File: src/sv/s1a_pkg.sv
package s1a_pkg;

  localparam int unsigned ByteW = 8;
  localparam int unsigned CharW = 7;
  localparam int unsigned IdxW  = 6;

  localparam logic [ByteW-1:0] CodePrefix  = 8'hE0;
  localparam logic [ByteW-1:0] CodeCtrl    = 8'h1D;
  localparam logic [ByteW-1:0] CodeLShift  = 8'h2A;
  localparam logic [ByteW-1:0] CodeRShift  = 8'h36;
  localparam logic [ByteW-1:0] CodeAlt     = 8'h38;
  localparam logic [ByteW-1:0] CodeCaps    = 8'h3A;
  localparam logic [ByteW-1:0] CodeLastKey = 8'h3A;

  typedef logic [CharW-1:0] char_t;

  typedef struct packed {
    char_t lower;
    char_t upper;
  } key_pair_t;

  function automatic key_pair_t key_lookup(input logic [IdxW-1:0] idx);
    key_pair_t p;
    unique case (idx)
      6'h01: p = '{7'h1B, 7'h1B};
      6'h02: p = '{7'h31, 7'h21};
      6'h03: p = '{7'h32, 7'h40};
      6'h04: p = '{7'h33, 7'h23};
      6'h05: p = '{7'h34, 7'h24};
      6'h06: p = '{7'h35, 7'h25};
      6'h07: p = '{7'h36, 7'h5E};
      6'h08: p = '{7'h37, 7'h26};
      6'h09: p = '{7'h38, 7'h2A};
      6'h0A: p = '{7'h39, 7'h28};
      6'h0B: p = '{7'h30, 7'h29};
      6'h0C: p = '{7'h2D, 7'h5F};
      6'h0D: p = '{7'h3D, 7'h2B};
      6'h0E: p = '{7'h08, 7'h08};
      6'h0F: p = '{7'h09, 7'h09};
      6'h10: p = '{7'h71, 7'h51};
      6'h11: p = '{7'h77, 7'h57};
      6'h12: p = '{7'h65, 7'h45};
      6'h13: p = '{7'h72, 7'h52};
      6'h14: p = '{7'h74, 7'h54};
      6'h15: p = '{7'h79, 7'h59};
      6'h16: p = '{7'h75, 7'h55};
      6'h17: p = '{7'h69, 7'h49};
      6'h18: p = '{7'h6F, 7'h4F};
      6'h19: p = '{7'h70, 7'h50};
      6'h1A: p = '{7'h5B, 7'h7B};
      6'h1B: p = '{7'h5D, 7'h7D};
      6'h1C: p = '{7'h0D, 7'h0D};
      6'h1E: p = '{7'h61, 7'h41};
      6'h1F: p = '{7'h73, 7'h53};
      6'h20: p = '{7'h64, 7'h44};
      6'h21: p = '{7'h66, 7'h46};
      6'h22: p = '{7'h67, 7'h47};
      6'h23: p = '{7'h68, 7'h48};
      6'h24: p = '{7'h6A, 7'h4A};
      6'h25: p = '{7'h6B, 7'h4B};
      6'h26: p = '{7'h6C, 7'h4C};
      6'h27: p = '{7'h3B, 7'h3A};
      6'h28: p = '{7'h27, 7'h22};
      6'h29: p = '{7'h60, 7'h7E};
      6'h2B: p = '{7'h5C, 7'h7C};
      6'h2C: p = '{7'h7A, 7'h5A};
      6'h2D: p = '{7'h78, 7'h58};
      6'h2E: p = '{7'h63, 7'h43};
      6'h2F: p = '{7'h76, 7'h56};
      6'h30: p = '{7'h62, 7'h42};
      6'h31: p = '{7'h6E, 7'h4E};
      6'h32: p = '{7'h6D, 7'h4D};
      6'h33: p = '{7'h2C, 7'h3C};
      6'h34: p = '{7'h2E, 7'h3E};
      6'h35: p = '{7'h2F, 7'h3F};
      6'h37: p = '{7'h2A, 7'h2A};
      6'h39: p = '{7'h20, 7'h20};
      default: p = '{7'h00, 7'h00};
    endcase
    return p;
  endfunction

  function automatic logic is_symbol_key(input logic [ByteW-1:0] code);
    return (code < 8'h0E) || (code == 8'h1A) || (code == 8'h1B) || (code == 8'h2B) ||
           ((code > 8'h26) && (code < 8'h2A)) || ((code > 8'h32) && (code < 8'h36));
  endfunction

endpackage

File: src/sv/s1a_if.sv
interface s1a_in_if;
  logic                        valid;
  logic                        ready;
  logic [s1a_pkg::ByteW-1:0]   scan_byte;

  modport source (output valid, output scan_byte, input ready);
  modport sink   (input valid, input scan_byte, output ready);
endinterface

interface s1a_out_if;
  logic                        valid;
  logic                        ready;
  logic                        char_valid;
  logic [s1a_pkg::CharW-1:0]   ascii_char;
  logic                        unknown_key;
  logic                        ctrl_down;
  logic                        shift_down;
  logic                        alt_down;
  logic                        caps_on;

  modport source (output valid, output char_valid, output ascii_char, output unknown_key,
                  output ctrl_down, output shift_down, output alt_down, output caps_on,
                  input ready);
  modport sink   (input valid, input char_valid, input ascii_char, input unknown_key,
                  input ctrl_down, input shift_down, input alt_down, input caps_on,
                  output ready);
endinterface

File: src/sv/scancode_set1_to_ascii.sv
// The result of an accepted scancode request is loaded into the output register.
// Throughput: one request per cycle; the output register takes a new result whenever
// it is empty or its current result is taken in the same cycle.
// Reset (synchronous, rst high): clears the prefix flag, the ctrl, shift, alt and
// caps-lock states, and the output valid flag.
module scancode_set1_to_ascii (
  input  logic       clk,
  input  logic       rst,
  s1a_in_if.sink     scan,
  s1a_out_if.source  result
);

  logic prefix_seen, prefix_seen_next;
  logic ctrl_held, ctrl_held_next;
  logic shift_held, shift_held_next;
  logic alt_held, alt_held_next;
  logic caps_lock_on, caps_lock_on_next;

  logic                 out_valid;
  logic                 out_char_valid;
  s1a_pkg::char_t       out_char;
  logic                 out_unknown;

  logic                 accept;
  logic [s1a_pkg::ByteW-1:0] b;
  logic [6:0]           low7;
  logic                 is_break;
  logic                 is_make;
  logic                 col;
  s1a_pkg::key_pair_t   pair;
  s1a_pkg::char_t       ch;
  logic                 unknown;

  assign scan.ready = !out_valid || result.ready;
  assign accept     = scan.valid && scan.ready;
  assign b          = scan.scan_byte;
  assign low7       = b[6:0];

  always_comb begin
    prefix_seen_next  = prefix_seen;
    ctrl_held_next    = ctrl_held;
    shift_held_next   = shift_held;
    alt_held_next     = alt_held;
    caps_lock_on_next = caps_lock_on;
    ch                = '0;
    unknown           = 1'b0;
    is_break          = b[7];
    is_make           = prefix_seen ? ((b == s1a_pkg::CodeAlt) || (b == s1a_pkg::CodeCtrl))
                                    : ((b != '0) && (b <= s1a_pkg::CodeLastKey));
    col               = (!prefix_seen && s1a_pkg::is_symbol_key(b)) ? shift_held
                                                                    : (shift_held ^ caps_lock_on);
    pair              = s1a_pkg::key_lookup(b[s1a_pkg::IdxW-1:0]);
    if (b == s1a_pkg::CodePrefix) begin
      prefix_seen_next = 1'b1;
    end else begin
      prefix_seen_next = 1'b0;
      if (is_break) begin
        if (low7 == s1a_pkg::CodeCtrl[6:0]) ctrl_held_next = 1'b0;
        if (!prefix_seen && ((low7 == s1a_pkg::CodeLShift[6:0]) ||
                             (low7 == s1a_pkg::CodeRShift[6:0]))) shift_held_next = 1'b0;
        if (low7 == s1a_pkg::CodeAlt[6:0]) alt_held_next = 1'b0;
      end else if (is_make) begin
        ch = col ? pair.upper : pair.lower;
        if (ch == '0) begin
          priority if (b == s1a_pkg::CodeCtrl) begin
            ctrl_held_next = 1'b1;
          end else if ((b == s1a_pkg::CodeLShift) || (b == s1a_pkg::CodeRShift)) begin
            shift_held_next = 1'b1;
          end else if (b == s1a_pkg::CodeAlt) begin
            alt_held_next = 1'b1;
          end else if (b == s1a_pkg::CodeCaps) begin
            caps_lock_on_next = !caps_lock_on;
          end
        end
      end else begin
        unknown = 1'b1;
      end
    end
  end

  always_ff @(posedge clk) begin
    if (rst) begin
      prefix_seen  <= 1'b0;
      ctrl_held    <= 1'b0;
      shift_held   <= 1'b0;
      alt_held     <= 1'b0;
      caps_lock_on <= 1'b0;
      out_valid    <= 1'b0;
    end else begin
      if (accept) begin
        prefix_seen  <= prefix_seen_next;
        ctrl_held    <= ctrl_held_next;
        shift_held   <= shift_held_next;
        alt_held     <= alt_held_next;
        caps_lock_on <= caps_lock_on_next;
        out_valid    <= 1'b1;
      end else if (result.ready) begin
        out_valid    <= 1'b0;
      end
    end
  end

  always_ff @(posedge clk) begin
    if (accept) begin
      out_char_valid <= (ch != '0);
      out_char       <= ch;
      out_unknown    <= unknown;
    end
  end

  assign result.valid       = out_valid;
  assign result.char_valid  = out_char_valid;
  assign result.ascii_char  = out_char;
  assign result.unknown_key = out_unknown;
  assign result.ctrl_down   = ctrl_held;
  assign result.shift_down  = shift_held;
  assign result.alt_down    = alt_held;
  assign result.caps_on     = caps_lock_on;

`ifndef NO_ASSERTIONS
  a_char_flag: assert property (@(posedge clk) disable iff (rst)
    result.valid |-> (result.char_valid == (result.ascii_char != '0)))
    else $error("char_valid disagrees with ascii_char");

  a_char_xor_unknown: assert property (@(posedge clk) disable iff (rst)
    result.valid |-> !(result.char_valid && result.unknown_key))
    else $error("character and unknown flag both set");

  a_prefix_silent: assert property (@(posedge clk) disable iff (rst)
    (accept && (scan.scan_byte == s1a_pkg::CodePrefix)) |=>
      (result.valid && !result.char_valid && !result.unknown_key && prefix_seen))
    else $error("prefix byte produced output or lost prefix flag");

  a_caps_hold: assert property (@(posedge clk) disable iff (rst)
    !accept |=> $stable(caps_lock_on))
    else $error("caps lock changed without a request");
`endif

endmodule

File: src/flat_wrapper.sv
// flat-port wrapper written by rule: the top's interface ports become plain ports
module scancode_set1_to_ascii_flat 
  (clk, rst, scan_valid, scan_scan_byte, scan_ready, result_valid, result_char_valid, result_ascii_char, result_unknown_key, result_ctrl_down, result_shift_down, result_alt_down, result_caps_on, result_ready);
  s1a_in_if scan_i ();
  s1a_out_if result_i ();
  input  logic clk;
  input  logic rst;
  input wire logic [$bits(scan_i.valid)-1:0] scan_valid;
  input wire logic [$bits(scan_i.scan_byte)-1:0] scan_scan_byte;
  output wire logic [$bits(scan_i.ready)-1:0] scan_ready;
  output wire logic [$bits(result_i.valid)-1:0] result_valid;
  output wire logic [$bits(result_i.char_valid)-1:0] result_char_valid;
  output wire logic [$bits(result_i.ascii_char)-1:0] result_ascii_char;
  output wire logic [$bits(result_i.unknown_key)-1:0] result_unknown_key;
  output wire logic [$bits(result_i.ctrl_down)-1:0] result_ctrl_down;
  output wire logic [$bits(result_i.shift_down)-1:0] result_shift_down;
  output wire logic [$bits(result_i.alt_down)-1:0] result_alt_down;
  output wire logic [$bits(result_i.caps_on)-1:0] result_caps_on;
  input wire logic [$bits(result_i.ready)-1:0] result_ready;
  assign scan_i.valid = scan_valid;
  assign scan_i.scan_byte = scan_scan_byte;
  assign scan_ready = scan_i.ready;
  assign result_valid = result_i.valid;
  assign result_char_valid = result_i.char_valid;
  assign result_ascii_char = result_i.ascii_char;
  assign result_unknown_key = result_i.unknown_key;
  assign result_ctrl_down = result_i.ctrl_down;
  assign result_shift_down = result_i.shift_down;
  assign result_alt_down = result_i.alt_down;
  assign result_caps_on = result_i.caps_on;
  assign result_i.ready = result_ready;
  scancode_set1_to_ascii u_core (.clk(clk), .rst(rst), .scan(scan_i), .result(result_i));
endmodule
File: config.mk
export PLATFORM = sky130hd
export DESIGN_NAME = scancode_set1_to_ascii_flat
export DESIGN_NICKNAME = d
export VERILOG_FILES = /design/src/sv/s1a_pkg.sv /design/src/sv/s1a_if.sv /design/src/sv/scancode_set1_to_ascii.sv /design/src/flat_wrapper.sv
export SDC_FILE = /design/constraint.sdc
export NUM_CORES = 1
export LEC_CHECK = 0
export BUFFER_PORTS_ARGS = -buffer_cell sky130_fd_sc_hd__buf_2
export CAP_MARGIN = 40
export CORE_MARGIN = 5
export CORE_UTILIZATION = 62
export CTS_CLUSTER_SIZE = 10
export DETAILED_ROUTE_END_ITERATION = 6
export PLACE_DENSITY = 0.84
export SYNTH_ARGS = -nofsm -noshare
export SYNTH_HDL_FRONTEND = slang
export SYNTH_SLANG_ARGS = --single-unit
File: constraint.sdc
create_clock -name clk -period 7.2 [get_ports clk]
set_input_delay 0.36 -clock clk [delete_from_list [all_inputs] [get_ports clk]]
set_output_delay 0.36 -clock clk [all_outputs]
set_load 0.05 [all_outputs]
==> metrics.md, run 1 <==
| Metric | Value |
|---|---|
| EDFF count, synth | `9` |
| Top post-synthesis cells by area | `sky130_fd_sc_hd__edfxtp_1 12%, sky130_fd_sc_hd__ha_1 5.8%, sky130_fd_sc_hd__dfxtp_1 5.5%` |
| Remaining global-route overflow | `0` |
| Layout area overhead | `3.220%` |
| Clock skew after layout | `0.01055 ns` |
| Post-synth top area share | `0.1242` |
| First-pass GRT wire length | `9956 um` |
| Count of H-tree levels built during CTS | `1` |
| Mean cell area of the mapped netlist | `7.503 um2` |
| Share of async-settable or async-resettable flops after synthesis | `0` |
| Worst Hold Class | `input pin to flop` |
| Slew margin rel. | `0.4618` |
| Final weighted congestion in routability-driven placement | `1.027` |
| Critical Path Source Type | `input pin` |
| Syn Inst Count | `290` |
| Violation count after the first detailed-routing iteration | `317` |
| Leakage power of the design | `0.0008438 uW` |
| Full die area | `0.004794 mm2` |
| Core occupancy in the finished layout | `0.6678` |
| Largest fanout on the critical path | `48` |
| Highest-count cells in the layout ignoring fill and taps | `28 x sky130_fd_sc_hd__nor2_1, 26 x sky130_fd_sc_hd__buf_2, 21 x sky130_fd_sc_hd__nand2_1, 17 x sky130_fd_sc_hd__a21oi_1, 17 x sky130_fd_sc_hd__o21ai_0` |
| Main synth FF type | `sky130_fd_sc_hd__edfxtp_1` |
| Biggest area consumer among synthesized cells | `sky130_fd_sc_hd__edfxtp_1` |
| Hold-fix buffer count after cts | `0` |
| Max Cap Violations | `0` |
| Y dimension of the die | `69.24 um` |
| Final setup violating endpoints | `0` |
| Count of antenna diodes in the layout | `0` |
| Result of the run | `finished clean` |
| Clock tree from TritonCTS | `yes` |
| Combined flip-flop and latch cell area | `390.4 um2` |
| P per Cell Area | `116.4 mW/mm2` |
| Via count of the first global-routing pass | `2020` |
| Count of vias placed by the detailed router | `2321` |
| Clock tree root buffer cell | `sky130_fd_sc_hd__clkbuf_4` |
| Detail-routed net length per standard cell | `18.58 um` |
| Clock-pin slew on the worst setup and hold paths | `0.09 ns` |
| Part of the Yosys area used for sequential elements | `0.1794` |
| Commonest non-fill, non-tap cell in the layout | `sky130_fd_sc_hd__nor2_1` |
| Starting density of the core | `0.6469` |
| Number of search-and-repair iterations in the first detailed-routing pass | `5` |
| Total routing resource utilization after global routing | `0.2506` |
| I/O Buffers | `26` |
| Number of hold violations in the final report | `0` |
| CTS Sinks | `15` |
| FMAX | `277.8 MHz` |
| Number of synthesized register bits | `15` |
| Final TNS setup | `0 ns` |
| Required arrival time at the worst endpoint | `7.24 ns` |
| Number of antenna violations at the first check in global routing | `0` |
| Final routed DRC violation total | `0` |
| Via density | `6.826` |
| Critical path capture point type | `flop` |
| Number of library cell types mapped by synthesis | `69` |
| I/O pin count | `27` |
| Number of nets with antenna violations after routing | `0` |
| Clk buf depth | `2` |
| Pin count of the biggest net entering global routing | `54` |
| Crit path arrival time | `3.64 ns` |
| Standard-cell row count | `21` |
| Final nets | `317` |
| Tmin final | `3.600 ns` |
| Num CTS Buffers | `3` |
| Post-synthesis cell area | `0.002176 mm2` |
| Peak VDD IR | `44.91 uV` |
| Estimated wirelength of the detail-placed design | `4608 um` |
| Max-slew violation count | `0` |
| Post-cts resize count | `0` |
| Post-route clock period utilization | `0.4999` |
| Slew at the pin closest to its max-slew limit | `0.8073 ns` |
| Layout filler cell count | `307` |
| Layout cell share with drive strength beyond 1 | `0.1531` |
| RSZ-0062 raised after global routing | `false` |
| Buffer count from post-CTS setup fixing | `0` |
| Critical setup path kind | `input pin to flop` |
| Core Region | `0.003363 mm2` |
| Syn Nets | `312` |
| Area used by multi-input combinational logic | `0.001588 mm2` |
| Post-detailed-routing wire length | `6316 um` |
| Insertion delay to the later sink of the worst-skew pair | `0.29 ns` |
| X dimension of the die | `69.24 um` |
| Yosys Warn Count | `0` |
-- per-stage QoR --
stage,power (uW),setup slack (ns),instances,area [um2],hold slack [ns]
after CTS,259.1,3.663,340,2246,0.3050
final,261.5,3.600,340,2246,0.3064
after global routing,272.6,3.409,340,2246,0.3220
after floorplan,189.3,4.178,290,2176,0.4291
after global placement,213.0,3.444,336,2218,0.5093
after detailed placement,213.2,3.357,336,2218,0.5103
-- area by class of cell --
type                    instances  area share
multi-input cells             235      0.7070
flip-flops and latches         15      0.1738
repair buffers                 26     0.05794
well taps                      46     0.02563
inverters                      14     0.02340
clock buffers                   3     0.01003
clock inverters                 1    0.002228
-- cell families after synthesis --
kind of cell,synth area share
XOR/XNOR,0.008052
AO/OA/AOI/OAI,0.3255
adder cells (fa/ha/maj),0.05750
flip-flops,0.1794
AND/OR/NAND/NOR,0.2852
multiplexers,0.05348
buffers and inverters,0.09085
-- registers in the layout (all words and copies together) (netlist names) --
register	cells
u_core.result.caps_on	1
u_core.result.valid	1
u_core.result.unknown_key	1
u_core.result.char_valid	1
u_core.prefix_seen	1
u_core.result.shift_down	1
u_core.result.ascii_char	7
u_core.result.alt_down	1
u_core.result.ctrl_down	1
-- synth_stat cells (4+ instances only) --
master / count
sky130_fd_sc_hd__edfxtp_1: 9
sky130_fd_sc_hd__dfxtp_1: 6
sky130_fd_sc_hd__ha_1: 10
sky130_fd_sc_hd__nand2_1: 21
sky130_fd_sc_hd__mux2i_1: 6
sky130_fd_sc_hd__nand3_1: 6
sky130_fd_sc_hd__buf_4: 5
sky130_fd_sc_hd__buf_2: 11
sky130_fd_sc_hd__o21ai_0: 17
sky130_fd_sc_hd__a31oi_1: 8
sky130_fd_sc_hd__a21oi_1: 17
sky130_fd_sc_hd__a211oi_1: 11
sky130_fd_sc_hd__nor2_1: 28
sky130_fd_sc_hd__or2_2: 5
sky130_fd_sc_hd__nor3_1: 6
sky130_fd_sc_hd__buf_1: 4
sky130_fd_sc_hd__inv_1: 13
sky130_fd_sc_hd__nand2b_1: 9
sky130_fd_sc_hd__nor2b_1: 13
sky130_fd_sc_hd__clkbuf_1: 4
-- worst max-delay path: stages --
cell                        delay [ns]
sky130_fd_sc_hd__buf_2            0.57
sky130_fd_sc_hd__inv_1            0.43
sky130_fd_sc_hd__mux2i_1          0.20
sky130_fd_sc_hd__or4_1            0.50
sky130_fd_sc_hd__or2_2            0.31
sky130_fd_sc_hd__nand4bb_1        0.45
sky130_fd_sc_hd__mux4_2           0.41
sky130_fd_sc_hd__o211a_1          0.25
sky130_fd_sc_hd__o21bai_1         0.16
-- power by group --
part	switching, uW	leakage [uW]	internal [uW]	total, uW
logic	80.8	0.000687	37.5	118
registers	0.861	0.000139	95.5	96.4
clock network	26.1	0.0000177	20.7	46.8
-- routing by layer --
layer / track usage / up-vias / routed length, um
li1: - / 1098 / -
met5: 0 / - / 0
met3: 0.02899 / 19 / 627
met4: 0.1085 / 0 / 174
met2: 0.3919 / 156 / 2962
met1: 0.3461 / 1048 / 2551
-- worst paths after layout --
path | startpoint | endpoint | slack [ns] | depth (start not counted)
worst max-delay path | scan_scan_byte[2] | u_core.result.char_valid | 3.60 | 9
worst min register to register | u_core.result.valid | u_core.result.valid | 0.52 | 2
worst min-delay path | scan_valid | u_core.result.valid | 0.31 | 3
worst max register to register | u_core.prefix_seen | u_core.result.char_valid | 4.72 | 6
Power figures use the tool's default switching activity.
==> run 2, diff against run 1 <==
CORE_UTILIZATION = 54   (was 62)
PLACE_DENSITY = 0.78   (was 0.84)
clock period = 3.2 ns   (was 7.2 ns; I/O delays follow)
==> metrics.md, run 2 (same netlist as run 1, synthesis figures left out) <==
| Metric | Value |
|---|---|
| Result of the run | `finished clean` |
| Clock-pin slew on the worst setup and hold paths | `0.06 ns (-0.03 ns)` |
| Standard-cell row count | `23 (+9.5%)` |
| Area of all placed cells without fillers | `0.002396 mm2 (+6.7%)` |
| Number of hold violations in the final report | `0 (unchanged)` |
| I/O Buffers | `26 (unchanged)` |
| Tmin final | `2.752 ns` |
| Reg-to-reg endpoint | `u_core.result.shift_down` |
| Via density | `6.709 (-1.7%)` |
| Cell family with most CP delay | `compound AO/OA/AOI/OAI gates` |
| Tightest hold margin | `0.1503 ns (-0.1561 ns)` |
| X dimension of the die | `73.48 um (+6.1%)` |
| Worst Hold Class | `input pin to flop` |
| Critical path capture point type | `flop` |
| CTS Sinks | `15 (unchanged)` |
| Slew at the pin closest to its max-slew limit | `0.5370 ns (-0.2703 ns)` |
| Final routed DRC violation total | `0 (unchanged)` |
| Insertion delay to the later sink of the worst-skew pair | `0.25 ns (-0.04 ns)` |
| Final nets | `334 (+5.4%)` |
| Count of H-tree levels built during CTS | `1 (unchanged)` |
| Max Cap Violations | `0 (unchanged)` |
| Critical setup path kind | `input pin to flop` |
| Layout cell share with drive strength beyond 1 | `0.1961 (+0.04308)` |
| Violation count after the first detailed-routing iteration | `282 (-11%)` |
| Hold-fix buffer count after cts | `0 (unchanged)` |
| RSZ-0062 raised after global routing | `false` |
| Worst min-delay path endpoint | `u_core.result.valid` |
| WP buf/inv | `2 (unchanged)` |
| I/O pin count | `27 (unchanged)` |
| Critical Path Source Type | `input pin` |
| Total routing resource utilization after global routing | `0.2492 (-0.001379)` |
| Post-cts resize count | `0 (unchanged)` |
| Starting density of the core | `0.5519 (-0.09506)` |
| Clock tree from TritonCTS | `yes` |
| Required arrival time at the worst endpoint | `3.35 ns (-3.89 ns)` |
| Final TNS setup | `0 ns (unchanged)` |
| Post-detailed-routing wire length | `6624 um (+4.9%)` |
| Count of vias placed by the detailed router | `2422 (+4.4%)` |
| Clock skew after layout | `0.006026 ns (-0.004522 ns)` |
| Cell area reported after detailed placement | `0.002351 mm2 (+6.0%)` |
| Peak VDD IR | `127.9 uV (+180%)` |
| Pin count of the biggest net entering global routing | `23 (-57%)` |
| Layout area overhead | `10.12%` |
| Minimum setup slack among reg-to-reg paths | `1.11 ns (-3.61 ns)` |
| Max-slew violation count | `0 (unchanged)` |
| Leakage power of the design | `0.0009324 uW (+11%)` |
| Count of antenna diodes in the layout | `0 (unchanged)` |
| Worst Hold Depth | `3 (unchanged)` |
| Full die area | `0.005399 mm2 (+13%)` |
| Core Region | `0.003943 mm2 (+17%)` |
| P per Cell Area | `271.3 mW/mm2 (+130%)` |
| Slew margin rel. | `0.6398 (+0.1780)` |
| Clock tree root buffer cell | `sky130_fd_sc_hd__clkbuf_8` |
| Number of antenna violations at the first check in global routing | `0 (unchanged)` |
| Layout filler cell count | `374 (+22%)` |
| Largest register FFs | `7 (unchanged)` |
| Commonest non-fill, non-tap cell in the layout | `sky130_fd_sc_hd__nor2_1` |
| Post-route clock period utilization | `0.8600` |
| FMAX | `363.4 MHz` |
| Estimated wirelength of the detail-placed design | `4955 um (+7.5%)` |
| Clk buf depth | `2 (unchanged)` |
| First-pass GRT wire length | `10720 um (+7.7%)` |
| Total power | `650.0 uW (+150%)` |
| Y dimension of the die | `73.48 um (+6.1%)` |
| Crit path arrival time | `2.90 ns (-0.74 ns)` |
| Remaining global-route overflow | `0 (unchanged)` |
| FF-to-FF Start | `u_core.prefix_seen` |
| Via count of the first global-routing pass | `2156 (+6.7%)` |
| Final setup violating endpoints | `0 (unchanged)` |
| Num CTS Buffers | `3 (unchanged)` |
| Buffer count from post-CTS setup fixing | `0 (unchanged)` |
| Number of cell instances on the worst register-to-register path | `7 (+1)` |
| Critical path's largest stage delay | `0.44 ns (-0.13 ns)` |
| Number of nets with antenna violations after routing | `0 (unchanged)` |
| Largest fanout on the critical path | `9 (-81%)` |
| Highest-delay cell along the critical path | `sky130_fd_sc_hd__or3b_4` |
| Final weighted congestion in routability-driven placement | `1.094 (+6.5%)` |
| Highest-count cells in the layout ignoring fill and taps | `28 x sky130_fd_sc_hd__nor2_1, 26 x sky130_fd_sc_hd__buf_2, 21 x sky130_fd_sc_hd__nand2_1` |
| Detail-routed net length per standard cell | `18.35 um (-1.2%)` |
| Cell Chain, Critical Path | `buf_2 -> inv_1 -> ha_1 -> or3b_4 -> a21oi_2 -> a21oi_1 -> a2111o_1 -> or4_4 -> mux2i_4 -> a41oi_1 -> a2111oi_2` |
| Number of search-and-repair iterations in the first detailed-routing pass | `5 (unchanged)` |
| Source of the worst hold timing path | `scan_valid` |
run 2: cell types whose count changed in the layout (fill, tap and decap cells not counted):
cell,previous run,this run
sky130_fd_sc_hd__clkbuf_8,0,3
sky130_fd_sc_hd__buf_4,0,17
sky130_fd_sc_hd__clkinv_2,1,0
sky130_fd_sc_hd__clkbuf_1,0,1
sky130_fd_sc_hd__clkbuf_4,3,0
run 2: where the power goes:
group	total, uW	internal [uW]	switching, uW
combinational	282	96.5	186
sequential	217	215	1.74
clock	151	88.1	62.7
run 2: layer usage:
| layer | vias up | global-route usage | wire, um |
|---|---|---|---|
| li1 | 1134 | - | - |
| met1 | 1114 | 0.3405 | 2788 |
| met2 | 151 | 0.3848 | 2955 |
| met3 | 23 | 0.02873 | 661 |
| met4 | 0 | 0.1247 | 219 |
| met5 | - | 0 | 0 |
run 2: worst max path at each step:
stage | slack (ns) | endpoint | from | cells past startpoint
after floorplan | 0.38 | u_core.result.shift_down | scan_scan_byte[1] | 11
after global placement | 0.28 | u_core.result.shift_down | scan_scan_byte[0] | 11
after detailed placement | 0.23 | u_core.result.shift_down | scan_scan_byte[1] | 11
after CTS | 0.49 | u_core.result.shift_down | scan_scan_byte[1] | 11
after global routing | 0.30 | u_core.result.shift_down | scan_scan_byte[1] | 11
final | 0.45 | u_core.result.shift_down | scan_scan_byte[1] | 11
run 2: through the flow:
step                      instances  setup WS, ns    util
after floorplan                 290        0.3781       -
after global placement          357        0.2769  0.5963
after detailed placement        357        0.2314  0.5963
after CTS                       361        0.4940  0.6077
after global routing            361        0.3003  0.6077
final                           361        0.4480  0.6077
run 2: area by class of cell:
class | count | area (um2) | area share
Tap cell | 50 | 62.56 | 0.02611
Inverter | 14 | 52.55 | 0.02193
Multi-Input combinational cell | 235 | 1588 | 0.6627
Clock buffer | 4 | 45.04 | 0.01880
Timing Repair Buffer | 43 | 257.7 | 0.1076
Sequential cell | 15 | 390.4 | 0.1629
run 2: worst reg2reg max path: stages (launching register included):
cell and delay (ns):
sky130_fd_sc_hd__dfxtp_1 0.38, sky130_fd_sc_hd__nand2b_1 0.20, sky130_fd_sc_hd__or2_2 0.28, sky130_fd_sc_hd__nand4bb_1 0.17
sky130_fd_sc_hd__buf_4 0.22, sky130_fd_sc_hd__mux2i_4 0.25, sky130_fd_sc_hd__a41oi_1 0.15, sky130_fd_sc_hd__a2111oi_2 0.35
==> run 3, diff against run 2 <==
CORE_MARGIN = 2   (was 5)
clock period = 2.5 ns   (was 3.2 ns; I/O delays follow)
==> metrics.md, run 3 (same netlist as run 1, synthesis figures left out) <==
| Metric | Value |
|---|---|
| Crit path arrival time | `2.56 ns (-0.34 ns)` |
| Highest-delay cell along the critical path | `sky130_fd_sc_hd__or4_4` |
| Clock-pin slew on the worst setup and hold paths | `0.06 ns (about the same)` |
| Clock tree from TritonCTS | `yes` |
| Num CTS Buffers | `3 (unchanged)` |
| Max-slew violation count | `0 (unchanged)` |
| Final setup violating endpoints | `0 (unchanged)` |
| Setup slack after placement | `-0.3239 ns (-0.5553 ns)` |
| Number of nets with antenna violations after routing | `0 (unchanged)` |
| Total power | `954.0 uW (+47%)` |
| Slew margin rel. | `0.7249 (+0.08502)` |
| Critical setup path kind | `input pin to flop` |
| First-pass GRT wire length | `11730 um (+9.4%)` |
| WP buf/inv | `3 (+1)` |
| Starting density of the core | `0.5519 (unchanged)` |
| Peak VDD IR | `152.6 uV (+19%)` |
| Highest-count cells in the layout ignoring fill and taps | `82 x sky130_fd_sc_hd__buf_4, 28 x sky130_fd_sc_hd__nor2_1, 25 x sky130_fd_sc_hd__buf_2, 21 x sky130_fd_sc_hd__nand2_1` |
| Clock skew after layout | `0.003191 ns (-0.002835 ns)` |
| Largest register FFs | `7 (unchanged)` |
| Total routing resource utilization after global routing | `0.3391 (+0.08989)` |
| Commonest non-fill, non-tap cell in the layout | `sky130_fd_sc_hd__buf_4` |
| Full die area | `0.004553 mm2 (-16%)` |
| Y dimension of the die | `67.48 um (-8.2%)` |
| I/O pin count | `27 (unchanged)` |
| FMAX | `414.6 MHz` |
| CTS Sinks | `15 (unchanged)` |
| Count of vias placed by the detailed router | `2733 (+13%)` |
| Hold-fix buffer count after cts | `0 (unchanged)` |
| Result of the run | `finished clean` |
| Max Cap Violations | `0 (unchanged)` |
| Final weighted congestion in routability-driven placement | `0.9721 (-11%)` |
| Tmin final | `2.412 ns` |
| P per Cell Area | `314.2 mW/mm2 (+16%)` |
| Clk buf depth | `2 (unchanged)` |
| Post-route clock period utilization | `0.9647` |
| Critical path capture point type | `flop` |
| Cell family with most CP delay | `compound AO/OA/AOI/OAI gates` |
| Met2 WL | `3689 um (+25%)` |
| Insertion delay to the later sink of the worst-skew pair | `0.25 ns (about the same)` |
| Count of H-tree levels built during CTS | `1 (unchanged)` |
| Layout area overhead | `39.56%` |
| Detail Route met3 WL | `711 um (+7.6%)` |
| Via density | `6.356 (-5.3%)` |
| X dimension of the die | `67.48 um (-8.2%)` |
| Final routed DRC violation total | `0 (unchanged)` |
| Largest fanout on the critical path | `8 (-1)` |
| Post-detailed-routing wire length | `7739 um (+17%)` |
| Worst Hold Class | `input pin to flop` |
| Leakage power of the design | `0.001295 uW (+39%)` |
| Required arrival time at the worst endpoint | `2.65 ns (-0.70 ns)` |
| Remaining global-route overflow | `0 (unchanged)` |
| Slew at the pin closest to its max-slew limit | `0.4084 ns (-0.1286 ns)` |
| Layout filler cell count | `312 (-17%)` |
| Standard-cell row count | `23 (unchanged)` |
| Clock tree root buffer cell | `sky130_fd_sc_hd__clkbuf_8` |
| Layout cell share with drive strength beyond 1 | `0.3816 (+0.1854)` |
| Number of search-and-repair iterations in the first detailed-routing pass | `5 (unchanged)` |
| Number of antenna violations at the first check in global routing | `0 (unchanged)` |
| Critical Path Source Type | `input pin` |
| Cell Chain, Critical Path | `buf_4 -> inv_4 -> ha_4 -> or3b_4 -> a21oi_2 -> a21oi_1 -> a2111o_1 -> or4_4 -> mux2i_4 -> buf_6 -> a31oi_1 -> a311oi_1` |
| I/O Buffers | `26 (unchanged)` |
| Core Region | `0.003943 mm2 (unchanged)` |
| Pin count of the biggest net entering global routing | `24 (+4.3%)` |
| Via count of the first global-routing pass | `2411 (+12%)` |
| Post-layout worst setup margin | `0.08828 ns (-0.3597 ns)` |
| Final nets | `403 (+21%)` |
| Top routing layer in use | `met4` |
| Count of antenna diodes in the layout | `0 (unchanged)` |
| Number of hold violations in the final report | `0 (unchanged)` |
| Estimated wirelength of the detail-placed design | `5941 um (+20%)` |
| Wire length on met1 | `3083 um (+11%)` |
| Detail-routed net length per standard cell | `18.00 um (-1.9%)` |
| Critical path's largest stage delay | `0.43 ns (about the same)` |
| Violation count after the first detailed-routing iteration | `302 (+7.1%)` |
run 3: changes by cell type in the layout (fill, tap and decap cells not counted), moves of 2 or more:
cell / change
sky130_fd_sc_hd__o311ai_0: -2
sky130_fd_sc_hd__a211oi_2: +3
sky130_fd_sc_hd__ha_1: -5
sky130_fd_sc_hd__o311ai_1: +2
sky130_fd_sc_hd__buf_12: +4
sky130_fd_sc_hd__ha_2: +4
sky130_fd_sc_hd__buf_4: +65
sky130_fd_sc_hd__a211oi_1: -3
sky130_fd_sc_hd__inv_1: -2
run 3: per-stage QoR:
step	util	TNS [ns]	std cells	instance area, um2	hold WS (ns)
2_1_floorplan	-	-0.06752	290	2223	0.1941
3_3_place_gp	0.7353	-1.453	420	2899	0.3717
3_5_place_dp	0.7353	-1.688	420	2899	0.3815
4_1_cts	0.7506	0	425	2959	0.1224
5_1_grt	0.7702	-0.01763	430	3037	0.1301
6_report	0.7702	0	430	3037	0.1187
run 3: worst register-to-register path, cell delays in order (launching register included):
cell and delay [ns]:
sky130_fd_sc_hd__dfxtp_1 0.45, sky130_fd_sc_hd__nand2b_1 0.18, sky130_fd_sc_hd__o221ai_1 0.10, sky130_fd_sc_hd__nand4bb_1 0.29
sky130_fd_sc_hd__mux4_2 0.35, sky130_fd_sc_hd__o211a_1 0.25, sky130_fd_sc_hd__o21bai_1 0.15
run 3: where the power goes:
group          internal, uW  leakage, uW  total, uW  switching, uW
Clock                   113    0.0000228        194           81.2
Combinational           210      0.00113        482            272
Sequential              276     0.000139        278           2.61
Total                   599      0.00129        954            355
run 3: final cells by class:
class / count / area [um2] / area share
inverters: 14 / 55.05 / 0.01813
flip-flops and latches: 15 / 390.4 / 0.1286
well taps: 50 / 62.56 / 0.02060
clock buffers: 4 / 45.04 / 0.01483
multi-input cells: 235 / 1652 / 0.5439
repair buffers: 112 / 832.0 / 0.2740
run 3: routing by layer:
layer,global-route usage,vias to the layer above
met5,0,-
met4,0.1352,0
met3,0.02333,24
met2,0.5748,192
met1,0.4441,1248
li1,-,1269
run 3: timing repair:
action	CTS	global route
endpoints found under the setup margin	2	5
pin swaps	0	10
buffers inserted	1	5
gates resized for setup	2	14
run 3: worst paths after layout:
kind                          startpoint                        to  slack, ns  cells past startpoint
setup / recovery       scan_scan_byte[1]   u_core.result.ctrl_down       0.09                     12
hold / removal                scan_valid       u_core.result.valid       0.12                      3
setup reg to reg      u_core.prefix_seen  u_core.result.char_valid       0.47                      6
hold reg to reg   u_core.result.alt_down    u_core.result.alt_down       0.52                      2
